`config.mk`:
```
export PLATFORM = sky130hd
export DESIGN_NAME = heartbeat_interval_detector_unit
export DESIGN_NICKNAME = d
export VERILOG_FILES = /design/src/rtl/core/hidu_pkg.sv /design/src/rtl/core/heartbeat_interval_detector_unit.sv /design/src/rtl/core/hidu_elapsed.sv /design/src/rtl/core/hidu_div.sv
export SDC_FILE = /design/constraint.sdc
export NUM_CORES = 1
export LEC_CHECK = 0
export ABC_CLOCK_PERIOD_IN_PS = 5300
export BUFFER_PORTS_ARGS = -buffer_cell sky130_fd_sc_hd__buf_2
export CORE_MARGIN = 2
export CORE_UTILIZATION = 61
export CTS_CLUSTER_DIAMETER = 150
export DETAILED_ROUTE_END_ITERATION = 6
export PLACE_DENSITY_LB_ADDON = 0.15
export SLEW_MARGIN = 20
export SYNTH_ARGS = -nofsm -noshare
export SYNTH_HDL_FRONTEND = slang
export SYNTH_SLANG_ARGS = --single-unit
export TNS_END_PERCENT = 5
```
`constraint.sdc`:
```
create_clock -name i_clk -period 5.3 [get_ports i_clk]
set_input_delay 1.59 -clock i_clk [delete_from_list [all_inputs] [get_ports i_clk]]
set_output_delay 1.59 -clock i_clk [all_outputs]
set_load 0.01 [all_outputs]
```
`src/rtl/core/hidu_pkg.sv`:
```
// hidu_pkg: shared constants, register codes, reset values and link structs
// for the heartbeat interval detector unit
// no dependencies
package hidu_pkg;

    // field widths
    localparam int SAMPLE_W   = 10;
    localparam int LEVEL_W    = 10;
    localparam int INTERVAL_W = 12;
    localparam int RATE_W     = 8;
    localparam int PERIOD_W   = 4;
    localparam int TIMEOUT_W  = 16;
    localparam int BLANK_W    = 12;

    // elapsed time is kept modulo 2^32 and walked one digit per cycle
    localparam int ELAP_W    = 32;
    localparam int DIGIT_W   = 4;
    localparam int NDIG      = ELAP_W / DIGIT_W;
    localparam int DCNT_W    = $clog2(NDIG);
    localparam int LO_DIGITS = INTERVAL_W / DIGIT_W;

    // apb port
    localparam int DATA_W    = 32;
    localparam int ADDR_W    = 5;
    localparam int REG_IDX_W = 3;

    localparam logic [REG_IDX_W-1:0] REG_PERIOD    = 3'd0;
    localparam logic [REG_IDX_W-1:0] REG_DEF_THR   = 3'd1;
    localparam logic [REG_IDX_W-1:0] REG_DEF_LEVEL = 3'd2;
    localparam logic [REG_IDX_W-1:0] REG_TIMEOUT   = 3'd3;
    localparam logic [REG_IDX_W-1:0] REG_BLANKING  = 3'd4;

    // reset values
    localparam logic [PERIOD_W-1:0]   RST_PERIOD    = 4'd2;
    localparam logic [LEVEL_W-1:0]    RST_THRESHOLD = 10'd530;
    localparam logic [LEVEL_W-1:0]    RST_LEVEL     = 10'd512;
    localparam logic [TIMEOUT_W-1:0]  RST_TIMEOUT   = 16'd2500;
    localparam logic [BLANK_W-1:0]    RST_BLANKING  = 12'd250;
    localparam logic [INTERVAL_W-1:0] RST_INTERVAL  = 12'd600;

    localparam logic [INTERVAL_W-1:0] INTERVAL_MAX = 12'd4095;
    localparam logic [RATE_W-1:0]     RATE_MAX     = 8'd255;

    // history and rate division
    localparam int HIST_DEPTH_DEF = 10;
    localparam int DIV_W          = 16;
    localparam logic [DIV_W-1:0] RATE_NUM = 16'd60000;

    // x/5 as (x * 3277) >> 14, exact for 12-bit x
    localparam int DIV5_MUL   = 3277;
    localparam int DIV5_SHIFT = 14;

    // elapsed unit control and status
    typedef struct packed {
        logic start;
        logic clear;
    } t_elap_ctl;

    typedef struct packed {
        logic busy;
        logic done;
        logic gt_settle;
        logic gt_blank;
        logic gt_timeout;
        logic over_max;
    } t_elap_stat;

    typedef struct packed {
        logic busy;
        logic done;
    } t_div_stat;

    // settle time (interval/5)*3
    function automatic logic [INTERVAL_W-1:0] settle_of(input logic [INTERVAL_W-1:0] iv);
        logic [2*INTERVAL_W-1:0] prod;
        logic [INTERVAL_W-1:0]   fifth;
        logic [INTERVAL_W+1:0]   triple;
        prod   = {{INTERVAL_W{1'b0}}, iv} * (2*INTERVAL_W)'(DIV5_MUL);
        fifth  = prod[DIV5_SHIFT +: INTERVAL_W];
        triple = {2'b00, fifth} + {1'b0, fifth, 1'b0};
        return triple[INTERVAL_W-1:0];
    endfunction

endpackage

```
`src/rtl/core/heartbeat_interval_detector_unit.sv`:
```
// Heartbeat interval detector: takes one 10-bit pulse-sensor sample per request and
// returns one result per sample (rate in beats per minute, last beat interval, pulse
// flag, new-rate flag, threshold). Elapsed time since the last beat is kept as a 32-bit
// value that is advanced and compared one 4-bit digit per cycle; a sample that yields a
// new rate adds a bit-serial division of the history sum over the depth and, unless the
// average is zero, a second division of 60000 over the average. One sample is processed
// at a time; a finished result waits in the output register while the next sample is
// accepted. Configuration is an APB-style port with registers at byte addresses 0 to 16;
// pready is always high.
// depends on hidu_pkg, hidu_elapsed, hidu_div
module heartbeat_interval_detector_unit #(
    parameter int HISTORY_DEPTH = hidu_pkg::HIST_DEPTH_DEF
) (
    input  logic                              i_clk,
    input  logic                              i_rst_n,
    // sample channel
    input  logic                              i_in_valid,
    output logic                              o_in_ready,
    input  logic [hidu_pkg::SAMPLE_W-1:0]     i_sample,
    // result channel
    output logic                              o_out_valid,
    input  logic                              i_out_ready,
    output logic [hidu_pkg::RATE_W-1:0]       o_beats_per_minute,
    output logic [hidu_pkg::INTERVAL_W-1:0]   o_beat_interval_ms,
    output logic                              o_pulse_active,
    output logic                              o_new_rate,
    output logic [hidu_pkg::LEVEL_W-1:0]      o_threshold_level,
    // configuration
    input  logic                              i_psel,
    input  logic                              i_penable,
    input  logic                              i_pwrite,
    input  logic [hidu_pkg::ADDR_W-1:0]       i_paddr,
    input  logic [hidu_pkg::DATA_W-1:0]       i_pwdata,
    output logic [hidu_pkg::DATA_W-1:0]       o_prdata,
    output logic                              o_pready
);

    localparam int IW    = hidu_pkg::INTERVAL_W;
    localparam int LW    = hidu_pkg::LEVEL_W;
    localparam int SUM_W = IW + $clog2(HISTORY_DEPTH);

    localparam logic [2:0] S_IDLE   = 3'd0;
    localparam logic [2:0] S_ELAP   = 3'd1;
    localparam logic [2:0] S_DECIDE = 3'd2;
    localparam logic [2:0] S_AVG    = 3'd3;
    localparam logic [2:0] S_RATE   = 3'd4;
    localparam logic [2:0] S_FINISH = 3'd5;
    localparam logic [2:0] S_EMIT   = 3'd6;

    // configuration registers
    logic [hidu_pkg::PERIOD_W-1:0]  r_period;
    logic [LW-1:0]                  r_def_thr;
    logic [LW-1:0]                  r_def_lvl;
    logic [hidu_pkg::TIMEOUT_W-1:0] r_timeout;
    logic [hidu_pkg::BLANK_W-1:0]   r_blank;

    // detector state
    logic [2:0]                     r_state, n_state;
    logic [hidu_pkg::SAMPLE_W-1:0]  r_sample, n_sample;
    logic [IW-1:0]                  r_interval, n_interval;
    logic [IW-1:0]                  r_hist [HISTORY_DEPTH];
    logic [IW-1:0]                  n_hist [HISTORY_DEPTH];
    logic [SUM_W-1:0]               r_sum, n_sum;
    logic [LW-1:0]                  r_thr, n_thr;
    logic [LW-1:0]                  r_peak, n_peak;
    logic [LW-1:0]                  r_trough, n_trough;
    logic                           r_in_pulse, n_in_pulse;
    logic                           r_first, n_first;
    logic                           r_second, n_second;
    logic [hidu_pkg::RATE_W-1:0]    r_rate, n_rate;
    logic                           r_fresh, n_fresh;
    logic [IW-1:0]                  r_avg, n_avg;

    // output register
    logic                           r_out_valid, n_out_valid;
    logic                           out_load;
    logic [hidu_pkg::RATE_W-1:0]    r_o_bpm;
    logic [IW-1:0]                  r_o_interval;
    logic                           r_o_pulse;
    logic                           r_o_fresh;
    logic [LW-1:0]                  r_o_thr;

    // unit links
    hidu_pkg::t_elap_ctl            elap_ctl;
    hidu_pkg::t_elap_stat           elap_stat;
    logic [IW-1:0]                  elap_lo;
    hidu_pkg::t_div_stat            div_stat;
    logic                           div_start;
    logic [hidu_pkg::DIV_W-1:0]     div_dividend;
    logic [hidu_pkg::DIV_W-1:0]     div_divisor;
    logic [hidu_pkg::DIV_W-1:0]     div_quo;

    logic [IW-1:0]                  sat_interval;
    logic                           below_thr;
    logic                           above_thr;
    logic                           beat;
    logic [LW-1:0]                  amp;
    logic [LW-1:0]                  mid;
    logic [hidu_pkg::REG_IDX_W-1:0] reg_idx;
    logic                           cfg_wr;

    // apb register file
    assign o_pready = 1'b1;
    assign reg_idx  = i_paddr[hidu_pkg::ADDR_W-1:2];
    assign cfg_wr   = i_psel && i_penable && i_pwrite && o_pready;

    always_ff @(posedge i_clk) begin
        if (!i_rst_n) begin
            r_period  <= hidu_pkg::RST_PERIOD;
            r_def_thr <= hidu_pkg::RST_THRESHOLD;
            r_def_lvl <= hidu_pkg::RST_LEVEL;
            r_timeout <= hidu_pkg::RST_TIMEOUT;
            r_blank   <= hidu_pkg::RST_BLANKING;
        end else if (cfg_wr) begin
            unique case (reg_idx)
                hidu_pkg::REG_PERIOD:    r_period  <= i_pwdata[hidu_pkg::PERIOD_W-1:0];
                hidu_pkg::REG_DEF_THR:   r_def_thr <= i_pwdata[LW-1:0];
                hidu_pkg::REG_DEF_LEVEL: r_def_lvl <= i_pwdata[LW-1:0];
                hidu_pkg::REG_TIMEOUT:   r_timeout <= i_pwdata[hidu_pkg::TIMEOUT_W-1:0];
                hidu_pkg::REG_BLANKING:  r_blank   <= i_pwdata[hidu_pkg::BLANK_W-1:0];
                default: ;
            endcase
        end
    end

    // register readback
    always_comb begin
        unique case (reg_idx)
            hidu_pkg::REG_PERIOD:    o_prdata = hidu_pkg::DATA_W'(r_period);
            hidu_pkg::REG_DEF_THR:   o_prdata = hidu_pkg::DATA_W'(r_def_thr);
            hidu_pkg::REG_DEF_LEVEL: o_prdata = hidu_pkg::DATA_W'(r_def_lvl);
            hidu_pkg::REG_TIMEOUT:   o_prdata = hidu_pkg::DATA_W'(r_timeout);
            hidu_pkg::REG_BLANKING:  o_prdata = hidu_pkg::DATA_W'(r_blank);
            default:                 o_prdata = '0;
        endcase
    end

    // elapsed time unit
    hidu_elapsed u_elapsed (
        .i_clk        (i_clk),
        .i_rst_n      (i_rst_n),
        .i_ctl        (elap_ctl),
        .i_period     (r_period),
        .i_settle     (hidu_pkg::settle_of(r_interval)),
        .i_blank      (r_blank),
        .i_timeout    (r_timeout),
        .o_stat       (elap_stat),
        .o_elapsed_lo (elap_lo)
    );

    // shared divider
    hidu_div #(
        .W (hidu_pkg::DIV_W)
    ) u_div (
        .i_clk      (i_clk),
        .i_rst_n    (i_rst_n),
        .i_start    (div_start),
        .i_dividend (div_dividend),
        .i_divisor  (div_divisor),
        .o_stat     (div_stat),
        .o_quotient (div_quo)
    );

    // sample compares and end-of-beat threshold
    always_comb begin
        below_thr    = r_sample < r_thr;
        above_thr    = r_sample > r_thr;
        sat_interval = elap_stat.over_max ? hidu_pkg::INTERVAL_MAX : elap_lo;
        beat         = elap_stat.gt_blank && above_thr && !r_in_pulse
                       && elap_stat.gt_settle;
        amp          = (r_peak >= r_trough) ? (r_peak - r_trough) : '0;
        mid          = r_trough + (amp >> 1);
    end

    assign o_in_ready = (r_state == S_IDLE);
    assign out_load   = (r_state == S_EMIT) && (!r_out_valid || i_out_ready);

    // sequencer
    always_comb begin
        n_state      = r_state;
        n_sample     = r_sample;
        n_interval   = r_interval;
        n_hist       = r_hist;
        n_sum        = r_sum;
        n_thr        = r_thr;
        n_peak       = r_peak;
        n_trough     = r_trough;
        n_in_pulse   = r_in_pulse;
        n_first      = r_first;
        n_second     = r_second;
        n_rate       = r_rate;
        n_fresh      = r_fresh;
        n_avg        = r_avg;
        n_out_valid  = r_out_valid && !i_out_ready;
        elap_ctl     = '0;
        div_start    = 1'b0;
        div_dividend = hidu_pkg::DIV_W'(r_sum);
        div_divisor  = hidu_pkg::DIV_W'(HISTORY_DEPTH);

        unique case (r_state)
            S_IDLE: begin
                if (i_in_valid) begin
                    n_sample       = i_sample;
                    elap_ctl.start = 1'b1;
                    n_state        = S_ELAP;
                end
            end
            S_ELAP: begin
                if (elap_stat.done) begin
                    n_state = S_DECIDE;
                end
            end
            S_DECIDE: begin
                n_fresh = 1'b0;
                if (below_thr && elap_stat.gt_settle && r_sample < r_trough) begin
                    n_trough = r_sample;
                end
                if (above_thr && r_sample > r_peak) begin
                    n_peak = r_sample;
                end
                if (beat) begin
                    n_in_pulse     = 1'b1;
                    n_interval     = sat_interval;
                    elap_ctl.clear = 1'b1;
                    if (r_first) begin
                        // first beat only arms the interval measurement
                        n_first  = 1'b0;
                        n_second = 1'b1;
                        n_state  = S_EMIT;
                    end else begin
                        if (r_second) begin
                            // second beat fills the whole history
                            for (int i = 0; i < HISTORY_DEPTH; i++) begin
                                n_hist[i] = sat_interval;
                            end
                            n_sum = SUM_W'(HISTORY_DEPTH) * SUM_W'(sat_interval);
                        end else begin
                            for (int i = 0; i < HISTORY_DEPTH - 1; i++) begin
                                n_hist[i] = r_hist[i+1];
                            end
                            n_hist[HISTORY_DEPTH-1] = sat_interval;
                            n_sum = r_sum - SUM_W'(r_hist[0]) + SUM_W'(sat_interval);
                        end
                        n_second     = 1'b0;
                        n_fresh      = 1'b1;
                        div_start    = 1'b1;
                        div_dividend = hidu_pkg::DIV_W'(n_sum);
                        div_divisor  = hidu_pkg::DIV_W'(HISTORY_DEPTH);
                        n_state      = S_AVG;
                    end
                end else begin
                    n_state = S_FINISH;
                end
            end
            S_AVG: begin
                if (div_stat.done) begin
                    if (div_quo == '0) begin
                        n_rate  = hidu_pkg::RATE_MAX;
                        n_state = S_FINISH;
                    end else begin
                        n_avg        = div_quo[IW-1:0];
                        div_start    = 1'b1;
                        div_dividend = hidu_pkg::RATE_NUM;
                        div_divisor  = div_quo;
                        n_state      = S_RATE;
                    end
                end
            end
            S_RATE: begin
                if (div_stat.done) begin
                    n_rate  = (div_quo > hidu_pkg::DIV_W'(hidu_pkg::RATE_MAX))
                              ? hidu_pkg::RATE_MAX : div_quo[hidu_pkg::RATE_W-1:0];
                    n_state = S_FINISH;
                end
            end
            S_FINISH: begin
                // end of beat: re-center threshold between peak and trough
                if (below_thr && r_in_pulse) begin
                    n_in_pulse = 1'b0;
                    n_thr      = mid;
                    n_peak     = mid;
                    n_trough   = mid;
                end
                // no beat for too long: back to defaults
                if (elap_stat.gt_timeout) begin
                    n_rate         = '0;
                    n_thr          = r_def_thr;
                    n_peak         = r_def_lvl;
                    n_trough       = r_def_lvl;
                    elap_ctl.clear = 1'b1;
                    n_first        = 1'b1;
                    n_second       = 1'b0;
                end
                n_state = S_EMIT;
            end
            S_EMIT: begin
                if (out_load) begin
                    n_out_valid = 1'b1;
                    n_state     = S_IDLE;
                end
            end
            default: begin
                n_state = S_IDLE;
            end
        endcase
    end

    // state registers
    always_ff @(posedge i_clk) begin
        if (!i_rst_n) begin
            r_state     <= S_IDLE;
            r_interval  <= hidu_pkg::RST_INTERVAL;
            r_sum       <= '0;
            r_thr       <= hidu_pkg::RST_THRESHOLD;
            r_peak      <= hidu_pkg::RST_LEVEL;
            r_trough    <= hidu_pkg::RST_LEVEL;
            r_in_pulse  <= 1'b0;
            r_first     <= 1'b1;
            r_second    <= 1'b0;
            r_rate      <= '0;
            r_fresh     <= 1'b0;
            r_avg       <= '0;
            r_out_valid <= 1'b0;
            for (int i = 0; i < HISTORY_DEPTH; i++) begin
                r_hist[i] <= '0;
            end
        end else begin
            r_state     <= n_state;
            r_interval  <= n_interval;
            r_sum       <= n_sum;
            r_thr       <= n_thr;
            r_peak      <= n_peak;
            r_trough    <= n_trough;
            r_in_pulse  <= n_in_pulse;
            r_first     <= n_first;
            r_second    <= n_second;
            r_rate      <= n_rate;
            r_fresh     <= n_fresh;
            r_avg       <= n_avg;
            r_out_valid <= n_out_valid;
            r_hist      <= n_hist;
        end
    end

    // payload registers
    always_ff @(posedge i_clk) begin
        r_sample <= n_sample;
        if (out_load) begin
            r_o_bpm      <= r_rate;
            r_o_interval <= r_interval;
            r_o_pulse    <= r_in_pulse;
            r_o_fresh    <= r_fresh;
            r_o_thr      <= r_thr;
        end
    end

    assign o_out_valid        = r_out_valid;
    assign o_beats_per_minute = r_o_bpm;
    assign o_beat_interval_ms = r_o_interval;
    assign o_pulse_active     = r_o_pulse;
    assign o_new_rate         = r_o_fresh;
    assign o_threshold_level  = r_o_thr;

    // checks
    a_beat_flags_exclusive: assert property (@(posedge i_clk) disable iff (!i_rst_n)
        !(r_first && r_second))
        else $error("first and second beat flags both set");

    a_units_idle_when_ready: assert property (@(posedge i_clk) disable iff (!i_rst_n)
        o_in_ready |-> (!elap_stat.busy && !div_stat.busy))
        else $error("a serial unit is busy while a new sample may be taken");

    a_emit_loads_output: assert property (@(posedge i_clk) disable iff (!i_rst_n)
        out_load |=> (o_out_valid && r_state == S_IDLE))
        else $error("result not presented after emit");

    a_pulse_rises_on_beat: assert property (@(posedge i_clk) disable iff (!i_rst_n)
        $rose(r_in_pulse) |-> $past(r_state == S_DECIDE))
        else $error("pulse flag set outside beat decision");

    a_rate_divisor_nonzero: assert property (@(posedge i_clk) disable iff (!i_rst_n)
        (r_state == S_RATE) |-> (r_avg != '0))
        else $error("rate division started with zero average");

endmodule

```
`src/rtl/core/hidu_elapsed.sv`:
```
// hidu_elapsed: digit-serial elapsed-time register with add and compares
// adds the sample period and compares against settle, blanking and timeout
// depends on hidu_pkg
module hidu_elapsed (
    input  logic                              i_clk,
    input  logic                              i_rst_n,
    input  hidu_pkg::t_elap_ctl               i_ctl,
    input  logic [hidu_pkg::PERIOD_W-1:0]     i_period,
    input  logic [hidu_pkg::INTERVAL_W-1:0]   i_settle,
    input  logic [hidu_pkg::BLANK_W-1:0]      i_blank,
    input  logic [hidu_pkg::TIMEOUT_W-1:0]    i_timeout,
    output hidu_pkg::t_elap_stat              o_stat,
    output logic [hidu_pkg::INTERVAL_W-1:0]   o_elapsed_lo
);

    localparam int DW = hidu_pkg::DIGIT_W;

    logic [hidu_pkg::ELAP_W-1:0]     r_elapsed;
    logic [hidu_pkg::DCNT_W-1:0]     r_cnt;
    logic                            r_busy;
    logic                            r_done;
    logic                            r_carry;
    logic [hidu_pkg::PERIOD_W-1:0]   r_period;
    logic [hidu_pkg::INTERVAL_W-1:0] r_settle_sr;
    logic [hidu_pkg::BLANK_W-1:0]    r_blank_sr;
    logic [hidu_pkg::TIMEOUT_W-1:0]  r_tmo_sr;
    logic                            r_gt_settle;
    logic                            r_gt_blank;
    logic                            r_gt_tmo;
    logic                            r_over;

    logic [DW-1:0] d_add;
    logic [DW:0]   d_sum;
    logic [DW-1:0] d_new;
    logic          last;

    // one digit of elapsed + period per cycle, lsb first
    always_comb begin
        d_add = (r_cnt == '0) ? DW'(r_period) : '0;
        d_sum = {1'b0, r_elapsed[DW-1:0]} + {1'b0, d_add} + (DW+1)'(r_carry);
        d_new = d_sum[DW-1:0];
        last  = (r_cnt == hidu_pkg::DCNT_W'(hidu_pkg::NDIG - 1));
    end

    // digit loop
    always_ff @(posedge i_clk) begin
        if (!i_rst_n) begin
            r_elapsed <= '0;
            r_cnt     <= '0;
            r_busy    <= 1'b0;
            r_done    <= 1'b0;
            r_carry   <= 1'b0;
        end else begin
            r_done <= r_busy && last;
            if (r_busy) begin
                r_elapsed <= {d_new, r_elapsed[hidu_pkg::ELAP_W-1:DW]};
                r_carry   <= d_sum[DW];
                r_cnt     <= r_cnt + 1'b1;
                if (last) begin
                    r_busy <= 1'b0;
                end
            end else if (i_ctl.start) begin
                r_busy  <= 1'b1;
                r_cnt   <= '0;
                r_carry <= 1'b0;
            end else if (i_ctl.clear) begin
                r_elapsed <= '0;
            end
        end
    end

    // operand shift lines and lsb-first compare flags
    always_ff @(posedge i_clk) begin
        if (!r_busy && i_ctl.start) begin
            r_period    <= i_period;
            r_settle_sr <= i_settle;
            r_blank_sr  <= i_blank;
            r_tmo_sr    <= i_timeout;
            r_gt_settle <= 1'b0;
            r_gt_blank  <= 1'b0;
            r_gt_tmo    <= 1'b0;
            r_over      <= 1'b0;
        end else if (r_busy) begin
            r_settle_sr <= r_settle_sr >> DW;
            r_blank_sr  <= r_blank_sr >> DW;
            r_tmo_sr    <= r_tmo_sr >> DW;
            r_gt_settle <= (d_new > r_settle_sr[DW-1:0])
                           || ((d_new == r_settle_sr[DW-1:0]) && r_gt_settle);
            r_gt_blank  <= (d_new > r_blank_sr[DW-1:0])
                           || ((d_new == r_blank_sr[DW-1:0]) && r_gt_blank);
            r_gt_tmo    <= (d_new > r_tmo_sr[DW-1:0])
                           || ((d_new == r_tmo_sr[DW-1:0]) && r_gt_tmo);
            if (r_cnt >= hidu_pkg::DCNT_W'(hidu_pkg::LO_DIGITS) && d_new != '0) begin
                r_over <= 1'b1;
            end
        end
    end

    assign o_stat.busy       = r_busy;
    assign o_stat.done       = r_done;
    assign o_stat.gt_settle  = r_gt_settle;
    assign o_stat.gt_blank   = r_gt_blank;
    assign o_stat.gt_timeout = r_gt_tmo;
    assign o_stat.over_max   = r_over;
    assign o_elapsed_lo      = r_elapsed[hidu_pkg::INTERVAL_W-1:0];

endmodule

```
`src/rtl/core/hidu_div.sv`:
```
// hidu_div: bit-serial restoring divider, one quotient bit per cycle
// used for the history average and for the rate division
// depends on hidu_pkg
module hidu_div #(
    parameter int W = hidu_pkg::DIV_W
) (
    input  logic                i_clk,
    input  logic                i_rst_n,
    input  logic                i_start,
    input  logic [W-1:0]        i_dividend,
    input  logic [W-1:0]        i_divisor,
    output hidu_pkg::t_div_stat o_stat,
    output logic [W-1:0]        o_quotient
);

    localparam int CNT_W = $clog2(W);

    logic [W-1:0]     r_rem;
    logic [W-1:0]     r_quo;
    logic [W-1:0]     r_div;
    logic [CNT_W-1:0] r_cnt;
    logic             r_busy;
    logic             r_done;

    logic [W:0] shifted;
    logic [W:0] diff;
    logic       qbit;
    logic       last;

    // trial subtract of the shifted remainder
    always_comb begin
        shifted = {r_rem, r_quo[W-1]};
        diff    = shifted - {1'b0, r_div};
        qbit    = ~diff[W];
        last    = (r_cnt == CNT_W'(W - 1));
    end

    // control
    always_ff @(posedge i_clk) begin
        if (!i_rst_n) begin
            r_busy <= 1'b0;
            r_done <= 1'b0;
            r_cnt  <= '0;
        end else begin
            r_done <= r_busy && last;
            if (r_busy) begin
                r_cnt <= r_cnt + 1'b1;
                if (last) begin
                    r_busy <= 1'b0;
                end
            end else if (i_start) begin
                r_busy <= 1'b1;
                r_cnt  <= '0;
            end
        end
    end

    // datapath: dividend shifts out as quotient shifts in
    always_ff @(posedge i_clk) begin
        if (!r_busy && i_start) begin
            r_rem <= '0;
            r_quo <= i_dividend;
            r_div <= i_divisor;
        end else if (r_busy) begin
            r_rem <= qbit ? diff[W-1:0] : shifted[W-1:0];
            r_quo <= {r_quo[W-2:0], qbit};
        end
    end

    assign o_stat.busy = r_busy;
    assign o_stat.done = r_done;
    assign o_quotient  = r_quo;

endmodule
```
-- Word level (Yosys, flattened, before mapping)
Cells that the tools add are included.
W data, S select, Z words.
- add/subtract/negate cells: 9
- multiply operators: 1
- magnitude comparators: 10
- eq/ne operators: 28
- mux-type cells: 79
- bitwise operators: 4
- reduce and logical (&&, ||, !) cells: 59
- operators with widths (kind ; number):
    $mux W16 ; 10
    $mux W120 ; 1
    $mux W32 ; 3
    $pmux W16 S5 ; 1
    $mux W10 ; 6
    $mux W12 ; 5
    $mux W8 ; 5
    $pmux W10 S2 ; 2
    $pmux W16 S2 ; 1
    $mux W3 ; 9
    $mux W1 ; 26
    $pmux W8 S3 ; 1
    $pmux W3 S7 ; 1
    $gt A10 B10 Y1 ; 2
    $lt A10 B10 Y1 ; 2
    $reduce_and A2 Y1 ; 10
    $logic_and A1 B1 Y1 ; 19
    $sub A17 B16 Y17 ; 1
    $add A16 B12 Y16 ; 1
    $gt A16 B8 Y1 const B ; 1
    $logic_not A16 Y1 ; 1
    $ne A2 B2 Y1 const B ; 8
    $sub A16 B12 Y16 ; 1
    $eq A3 B3 Y1 const B ; 5
    other kinds (28) ; 68
- bits in registers: 428
- output and inout port bits: 67

-- Logic depth before layout (Yosys ltp)
Gate-level depths: netlist of the first run.
- word-level depth: 9
- mapped depth: 21
- mapped depth without buffers: 21

-- By module
From an unflattened synthesis of the first run, not the netlist that was laid out.
- cell total of the unflattened synthesis: 2356
- area, all modules: 21942.3 um2
- by module, submodules not included (module ; instances ; cells an instance ; area each (um2) ; sequential area each (um2)):
    heartbeat_interval_detector_unit ; 1 ; 1762 ; 15198.3 ; 6185.9
    hidu_elapsed ; 1 ; 321 ; 3858.7 ; 2162.1
    hidu_div ; 1 ; 273 ; 2885.3 ; 1401.3

-- Worst setup path before layout of the first run
OpenSTA, ideal clock, no wires.
- kind: input port to output port
- start: input i_paddr[2] (netlist bit)
- end: output o_prdata[0] (netlist bit)
- arrival: 2.811 ns
- setup slack: 0.899 ns
- stages on the path: 5
- path buffers: 2
- cell sequence: clkbuf_1 buf_1 mux2_2 a22oi_1 o22ai_1
- cells in the longest elaborated chain, start to end: 2
- elaborated cells on any way between the ends: 6
- RTL lines (element ; line ; RTL):
    from (decl) ; heartbeat_interval_detector_unit.sv:32 ; input logic [hidu_pkg::ADDR_W-1:0] i_paddr,
    $eq A3 B3 Y1, or another cell as far along ; heartbeat_interval_detector_unit.sv:128 ; unique case (reg_idx)
    $pmux W16 S5 * ; heartbeat_interval_detector_unit.sv:128 ;
    to (decl) ; heartbeat_interval_detector_unit.sv:34 ; output logic [hidu_pkg::DATA_W-1:0] o_prdata,
Mark *: on every way between the ends. The rest lies on a longest branch, timed or not.

-- Worst setup path in the final report of the first run
- start: input i_paddr[2] (netlist bit)
- end: output o_prdata[1] (netlist bit)
Same word-level chain as after synthesis.

==> out/metrics.csv, run 1 <==
metric,value,unit
run status,"finished, final reports clean",
number of synthesized flops with an enable pin,106,
1st-iter DRT viols,1298,
Slew Limit Headroom,0.369,
layout cells sized above 1,0.101,
num ports,121,
Die Ht,189,um
clk sinks,416,
WL/cell,17.8,um
Final ANT Viol Nets,0,
RSZ-0062 raised after global routing,no,
Synth async-reset ratio,0,
CP Capture Type,output pin,
initial antenna violation count,1,
largest net degree at the start of global routing,116,
Final Max Tran Viols,0,
cell with the most instances after synthesis,dfxtp_1,
Clk pwr share,0.355,
kind of cell adding the most delay to the critical path,buffers and inverters,
Ant. Diodes,0,
CTS buffer count,44,
minimum clock period,4.66,ns
Crit Reg-Reg Startpoint,r_trough[0],
Int Power,5.88,mW
CTS resizes,0,
drt via density,5.99,
sw power,2.42,mW
total global routing overflow,0,
cell count after synthesis,2247,
GPL Wtd Cong,0.907,
CTS max path bufs,3,
Setup Crit Path Kind,input pin to output pin,
Critical Path RT,3.71,ns
Crit path top cell by count,buf_2,
post-synth top area share,0.298,
maximum clock rate,0.215,GHz
DRC,0,
sequential element share of the synthesized area,0.451,
Sw Ratio,0.292,
Yosys cell types,81,
buffers added on ports,85,
final hold violation count,0,
synth top area cells,"dfxtp_1 30%, edfxtp_1 15%, ha_1 7.0%, nand2_1 4.9%, a21oi_1 4.8%",
worst path buffer plus inverter count,3,
Slew @ Worst Pin,0.944,ns
Layout Nets,2463,
sequential power share,0.441,
hold depth,0,
via count,16500,
critical path launch point type,input pin,
synth cell count leaders,"310 x dfxtp_1, 271 x nand2_1, 201 x a21oi_1, 201 x nor2_1, 137 x inv_1",
total routed wirelength,49100,um
CP max FO,15,
drt first pass iters,5,
flop2flop setup slack,0.88,ns
"Top FF cell, synth",dfxtp_1,
DIE WIDTH,189,um
Finished Cell Area,0.0228,mm2
Layout area overhead,9.73,%
clock slew at reported path FFs,0.06,ns
number of buffers inserted by hold repair at cts,0,
CTS tree,built,
Yosys reg bits,416,
vias in the first global route,15600,
setup TNS,0,ns
worst-path cell chain,buf_2 > nor2b_1 > buf_4 > a22oi_1 > o22ai_1 > buf_2,
Pwr Density,364,mW/mm2
Initial Util,0.620,
Worst EP arrival,3.07,ns
FP Rows,67,
min-delay worst type,flop to flop,
R2R Path End,r_peak[9],
Worst path max stage delay,0.37,ns
worst-skew pair later-pin latency,0.56,ns
Leak,8.86,nW
syn_area_per_cell,9.26,um2
cell taking the most area after synthesis,dfxtp_1,
Yosys warnings,0,
Core Region,0.0335,mm2
Comb power frac,0.204,
Placement Cell Area,0.0214,mm2
final setup fails,0,
Post-CTS Setup Inserts,0,
die area,0.0356,mm2
gr usage total,0.270,
CTS root buf,clkbuf_16,
Post-Syn Area,0.0208,mm2
worst clock skew,0.0293,ns
crit share post-route,0.879,
Min-Delay Endpoint,o_beat_interval_ms[7],
Worst path slowest cell,nor2b_1,
first-pass GRT wire length,78600,um
min-delay src,r_interval[7],
total of max-cap violations,0,
H-tree levels,2,
R2R depth,19,
Max VDD drop,0.000304,V
placed wire-length estimate,32900,um
## state kept, by name, summed over array words and instances, names as in the netlist, 12 cells and up, named ones only
register / cells
u_div.r_div: 16
u_elapsed.r_blank_sr: 12
r_interval: 12
u_elapsed.r_elapsed: 32
r_timeout: 16
u_div.o_quotient: 16
u_div.r_rem: 16
o_beat_interval_ms: 12
r_blank: 12
r_hist: 120
u_elapsed.r_tmo_sr: 16
r_sum: 16
## cell families (layout without fill, tap and decap cells)
logic type                 Yosys count  in the layout  share of synthesized area
and+or+nand+nor                    656            656                      0.141
AOI/OAI and AO/OA                  621            621                      0.199
DFF                                416            416                      0.451
buffers and inverters              287            336                     0.0591
adders and majority gates          134            134                     0.0871
muxes                               91             91                     0.0455
xor gates and xnor gates            40             40                     0.0168
other                                2             17                   0.000361
## layout make-up
cell class | instances | area (um2)
inverter | 139 | 529
timing repair buffer | 115 | 683
fill | 2681 | 10700
clock buffer | 68 | 1260
multi-input combinational | 1559 | 10300
tap | 448 | 561
clock inverter | 14 | 110
sequential | 416 | 9390
## layout by cell type (no fill, tap or decap), drive strengths merged, types with 69 or more instances in the layout
master,n
a21oi,201
buf,115
dfxtp,310
edfxtp,106
ha,116
inv,139
nand2,272
nor2,201
o211ai,131
o21ai,69
## power groups by stage
stage | Sequential, mW | Combinational (mW) | Clock (mW)
2_1_floorplan | 3.66 | 1.30 | 0
3_3_place_gp | 3.72 | 1.61 | 0
3_5_place_dp | 3.73 | 1.66 | 0
4_1_cts | 3.66 | 1.67 | 2.99
5_1_grt | 3.68 | 1.88 | 3.13
6_report | 3.66 | 1.69 | 2.95
## per-stage QoR
stage          instances  worst slack [ns]  hold WS, ns  utilization  total power [mW]
6_report            2759             0.641        0.424        0.681              8.30
5_1_grt             2759             0.539        0.435        0.681              8.69
4_1_cts             2757             0.670        0.425        0.680              8.33
3_5_place_dp        2675             0.673        0.420        0.639              5.39
3_3_place_gp        2675             0.702        0.416        0.639              5.33
2_1_floorplan       2262             0.899        0.408            -              4.96
## worst max path at each step
stage / from / end / slack (ns) / cells after the start
after global placement: i_paddr[2] / o_prdata[0] / 0.70 / 6
after floorplan: i_paddr[2] / o_prdata[0] / 0.90 / 5
final: i_paddr[2] / o_prdata[1] / 0.64 / 6
after CTS: i_paddr[2] / o_prdata[1] / 0.67 / 6
after global routing: r_trough[0] / r_peak[9] / 0.54 / 19
after detailed placement: i_paddr[2] / o_prdata[1] / 0.67 / 6
## metal layers
metal / part of all wire / GRT usage / vias up / routed length (um)
li1: - / - / 8022 / -
met1: 0.43 / 0.345 / 7917 / 21100
met2: 0.48 / 0.462 / 463 / 23700
met3: 0.051 / 0.0440 / 113 / 2510
met4: 0.036 / 0.102 / 2 / 1770
met5: 0.00027 / 0 / - / 13
(Power assumes the default switching activity.)
==> run 2: changes to the inputs <==
- CORE_ASPECT_RATIO: unset -> 1.25
==> run 2 against run 1 <==
Against the previous run:
- first-iteration DRC count up 9.2%
- non-clock buffer count grew 1
- utilization down 0.28 points
- fmax fell by 0.13%
- die area barely moved
- sequential share of layout area rose by 0.090 points
- via count grew 0.58%
- combinational power about the same
- clock skew fell by 0.0057 ns
- routed wire length up 0.58%
==> out/metrics.csv, run 2 (synthesis gave the netlist of run 1 again) <==
metric,value,unit
Worst path max stage delay,0.41,ns
layout cells sized above 1,0.102,
maximum clock rate,0.214,GHz
setup TNS,0,ns
most frequent cells in the layout,"309 x dfxtp_1, 271 x nand2_1, 201 x a21oi_1, 200 x nor2_1, 136 x inv_1",
worst clock skew,0.0236,ns
DRC,0,
min-delay worst type,flop to flop,
worst-skew pair later-pin latency,0.56,ns
Pwr Density,365,mW/mm2
crit share post-route,0.880,
first-pass GRT wire length,79300,um
registers with the most flip-flops,"r_hist (120), u_elapsed.r_elapsed (32)",
number of buffers inserted by hold repair at cts,0,
final worst slack,0.635,ns
gr usage total,0.275,
Layout area overhead,9.49,%
final setup fails,0,
initial antenna violation count,0,
Layout Nets,2462,
DIE WIDTH,169,um
Setup Crit Path Kind,input pin to output pin,
clk sinks,416,
GPL Wtd Cong,0.918,
largest net degree at the start of global routing,79,
Post-CTS Setup Inserts,0,
CP Capture Type,output pin,
kind of cell adding the most delay to the critical path,buffers and inverters,
drt first pass iters,6,
Die Ht,210,um
die area,0.0356,mm2
Worst path slowest cell,nor2b_1,
Ant. Diodes,0,
H-tree levels,2,
Max VDD drop,0.000268,V
1st-iter DRT viols,1418,
Overall Power,8.31,mW
Final ANT Viol Nets,0,
drt via density,6.09,
Final Max Tran Viols,0,
CP max FO,15,
worst path buffer plus inverter count,3,
RSZ-0062 raised after global routing,no,
clock slew at reported path FFs,0.06,ns
hold slack final,0.434,ns
Worst EP arrival,3.08,ns
CTS max path bufs,3,
Crit path top cell by count,buf_2,
final hold violation count,0,
Multi-input gate area,0.0103,mm2
post-place setup slack,0.659,ns
Slew @ Worst Pin,1.07,ns
register area,0.00939,mm2
worst-path cell chain,buf_2 > nor2b_1 > buf_4 > a22oi_1 > o22ai_1 > buf_2,
"commonest non-fill, non-tap cell in the layout",dfxtp_1,
num ports,121,
buffers added on ports,85,
CTS root buf,clkbuf_16,
critical path launch point type,input pin,
placed wire-length estimate,33700,um
Largest Register,r_hist,
Leak,8.85,nW
total global routing overflow,0,
flop2flop setup slack,0.94,ns
fillers,2652,
minimum clock period,4.67,ns
max reg flops,120,
via count,16600,
total of max-cap violations,0,
CTS buffer count,42,
total routed wirelength,49300,um
vias in the first global route,15900,
CTS tree,built,
Initial Util,0.619,
FP Rows,75,
run status,"finished, final reports clean",
WL/cell,18.1,um
Slew Limit Headroom,0.285,
Critical Path RT,3.71,ns
Core Region,0.0336,mm2
CTS resizes,0,
## run 2: changes by cell type in the layout (fill, tap and decap cells not counted), moves of 2 or more
| cell | delta |
|---|---|
| clkbuf_8 | +3 |
| inv_6 | +2 |
| clkbuf_16 | -3 |
| bufinv_16 | +2 |
| clkbuf_1 | -5 |
| buf_4 | +2 |
| clkinv_2 | -3 |
## run 2: final cells by class
class | count | area share
Clock inverter | 12 | 0.00670
Multi-Input combinational cell | 1559 | 0.451
Timing Repair Buffer | 116 | 0.0300
Inverter | 139 | 0.0231
Clock buffer | 63 | 0.0532
Sequential cell | 416 | 0.412
Tap cell | 423 | 0.0232
## run 2: report_power, final
part | total [mW] | internal [mW] | switching [mW]
clock | 2.95 | 1.73 | 1.22
sequential | 3.65 | 3.52 | 0.134
combinational | 1.71 | 0.660 | 1.05
total | 8.31 | 5.91 | 2.40
## run 2: worst paths after layout
path	start	endpoint	cells after the start
worst max-delay path	i_paddr[2]	o_prdata[6]	6
worst min-delay path	r_interval[1]	o_beat_interval_ms[1]	0
worst max register to register	r_trough[0]	r_peak[6]	21
worst min register to register	r_interval[1]	o_beat_interval_ms[1]	0
## run 2: per-layer routing
layer | global-route usage | vias up | wire length [um] | share of wire
li1 | - | 8015 | - | -
met1 | 0.330 | 7952 | 20000 | 0.41
met2 | 0.481 | 509 | 24400 | 0.49
met3 | 0.0421 | 136 | 2460 | 0.050
met4 | 0.139 | 0 | 2440 | 0.049
met5 | 0 | - | 0 | 0
## run 2: stage by stage
stage / util / cells / area, um2
after floorplan: - / 2262 / 20900
after global placement: 0.637 / 2653 / 21400
after detailed placement: 0.637 / 2653 / 21400
after CTS: 0.678 / 2728 / 22800
after global routing: 0.678 / 2728 / 22800
final: 0.678 / 2728 / 22800
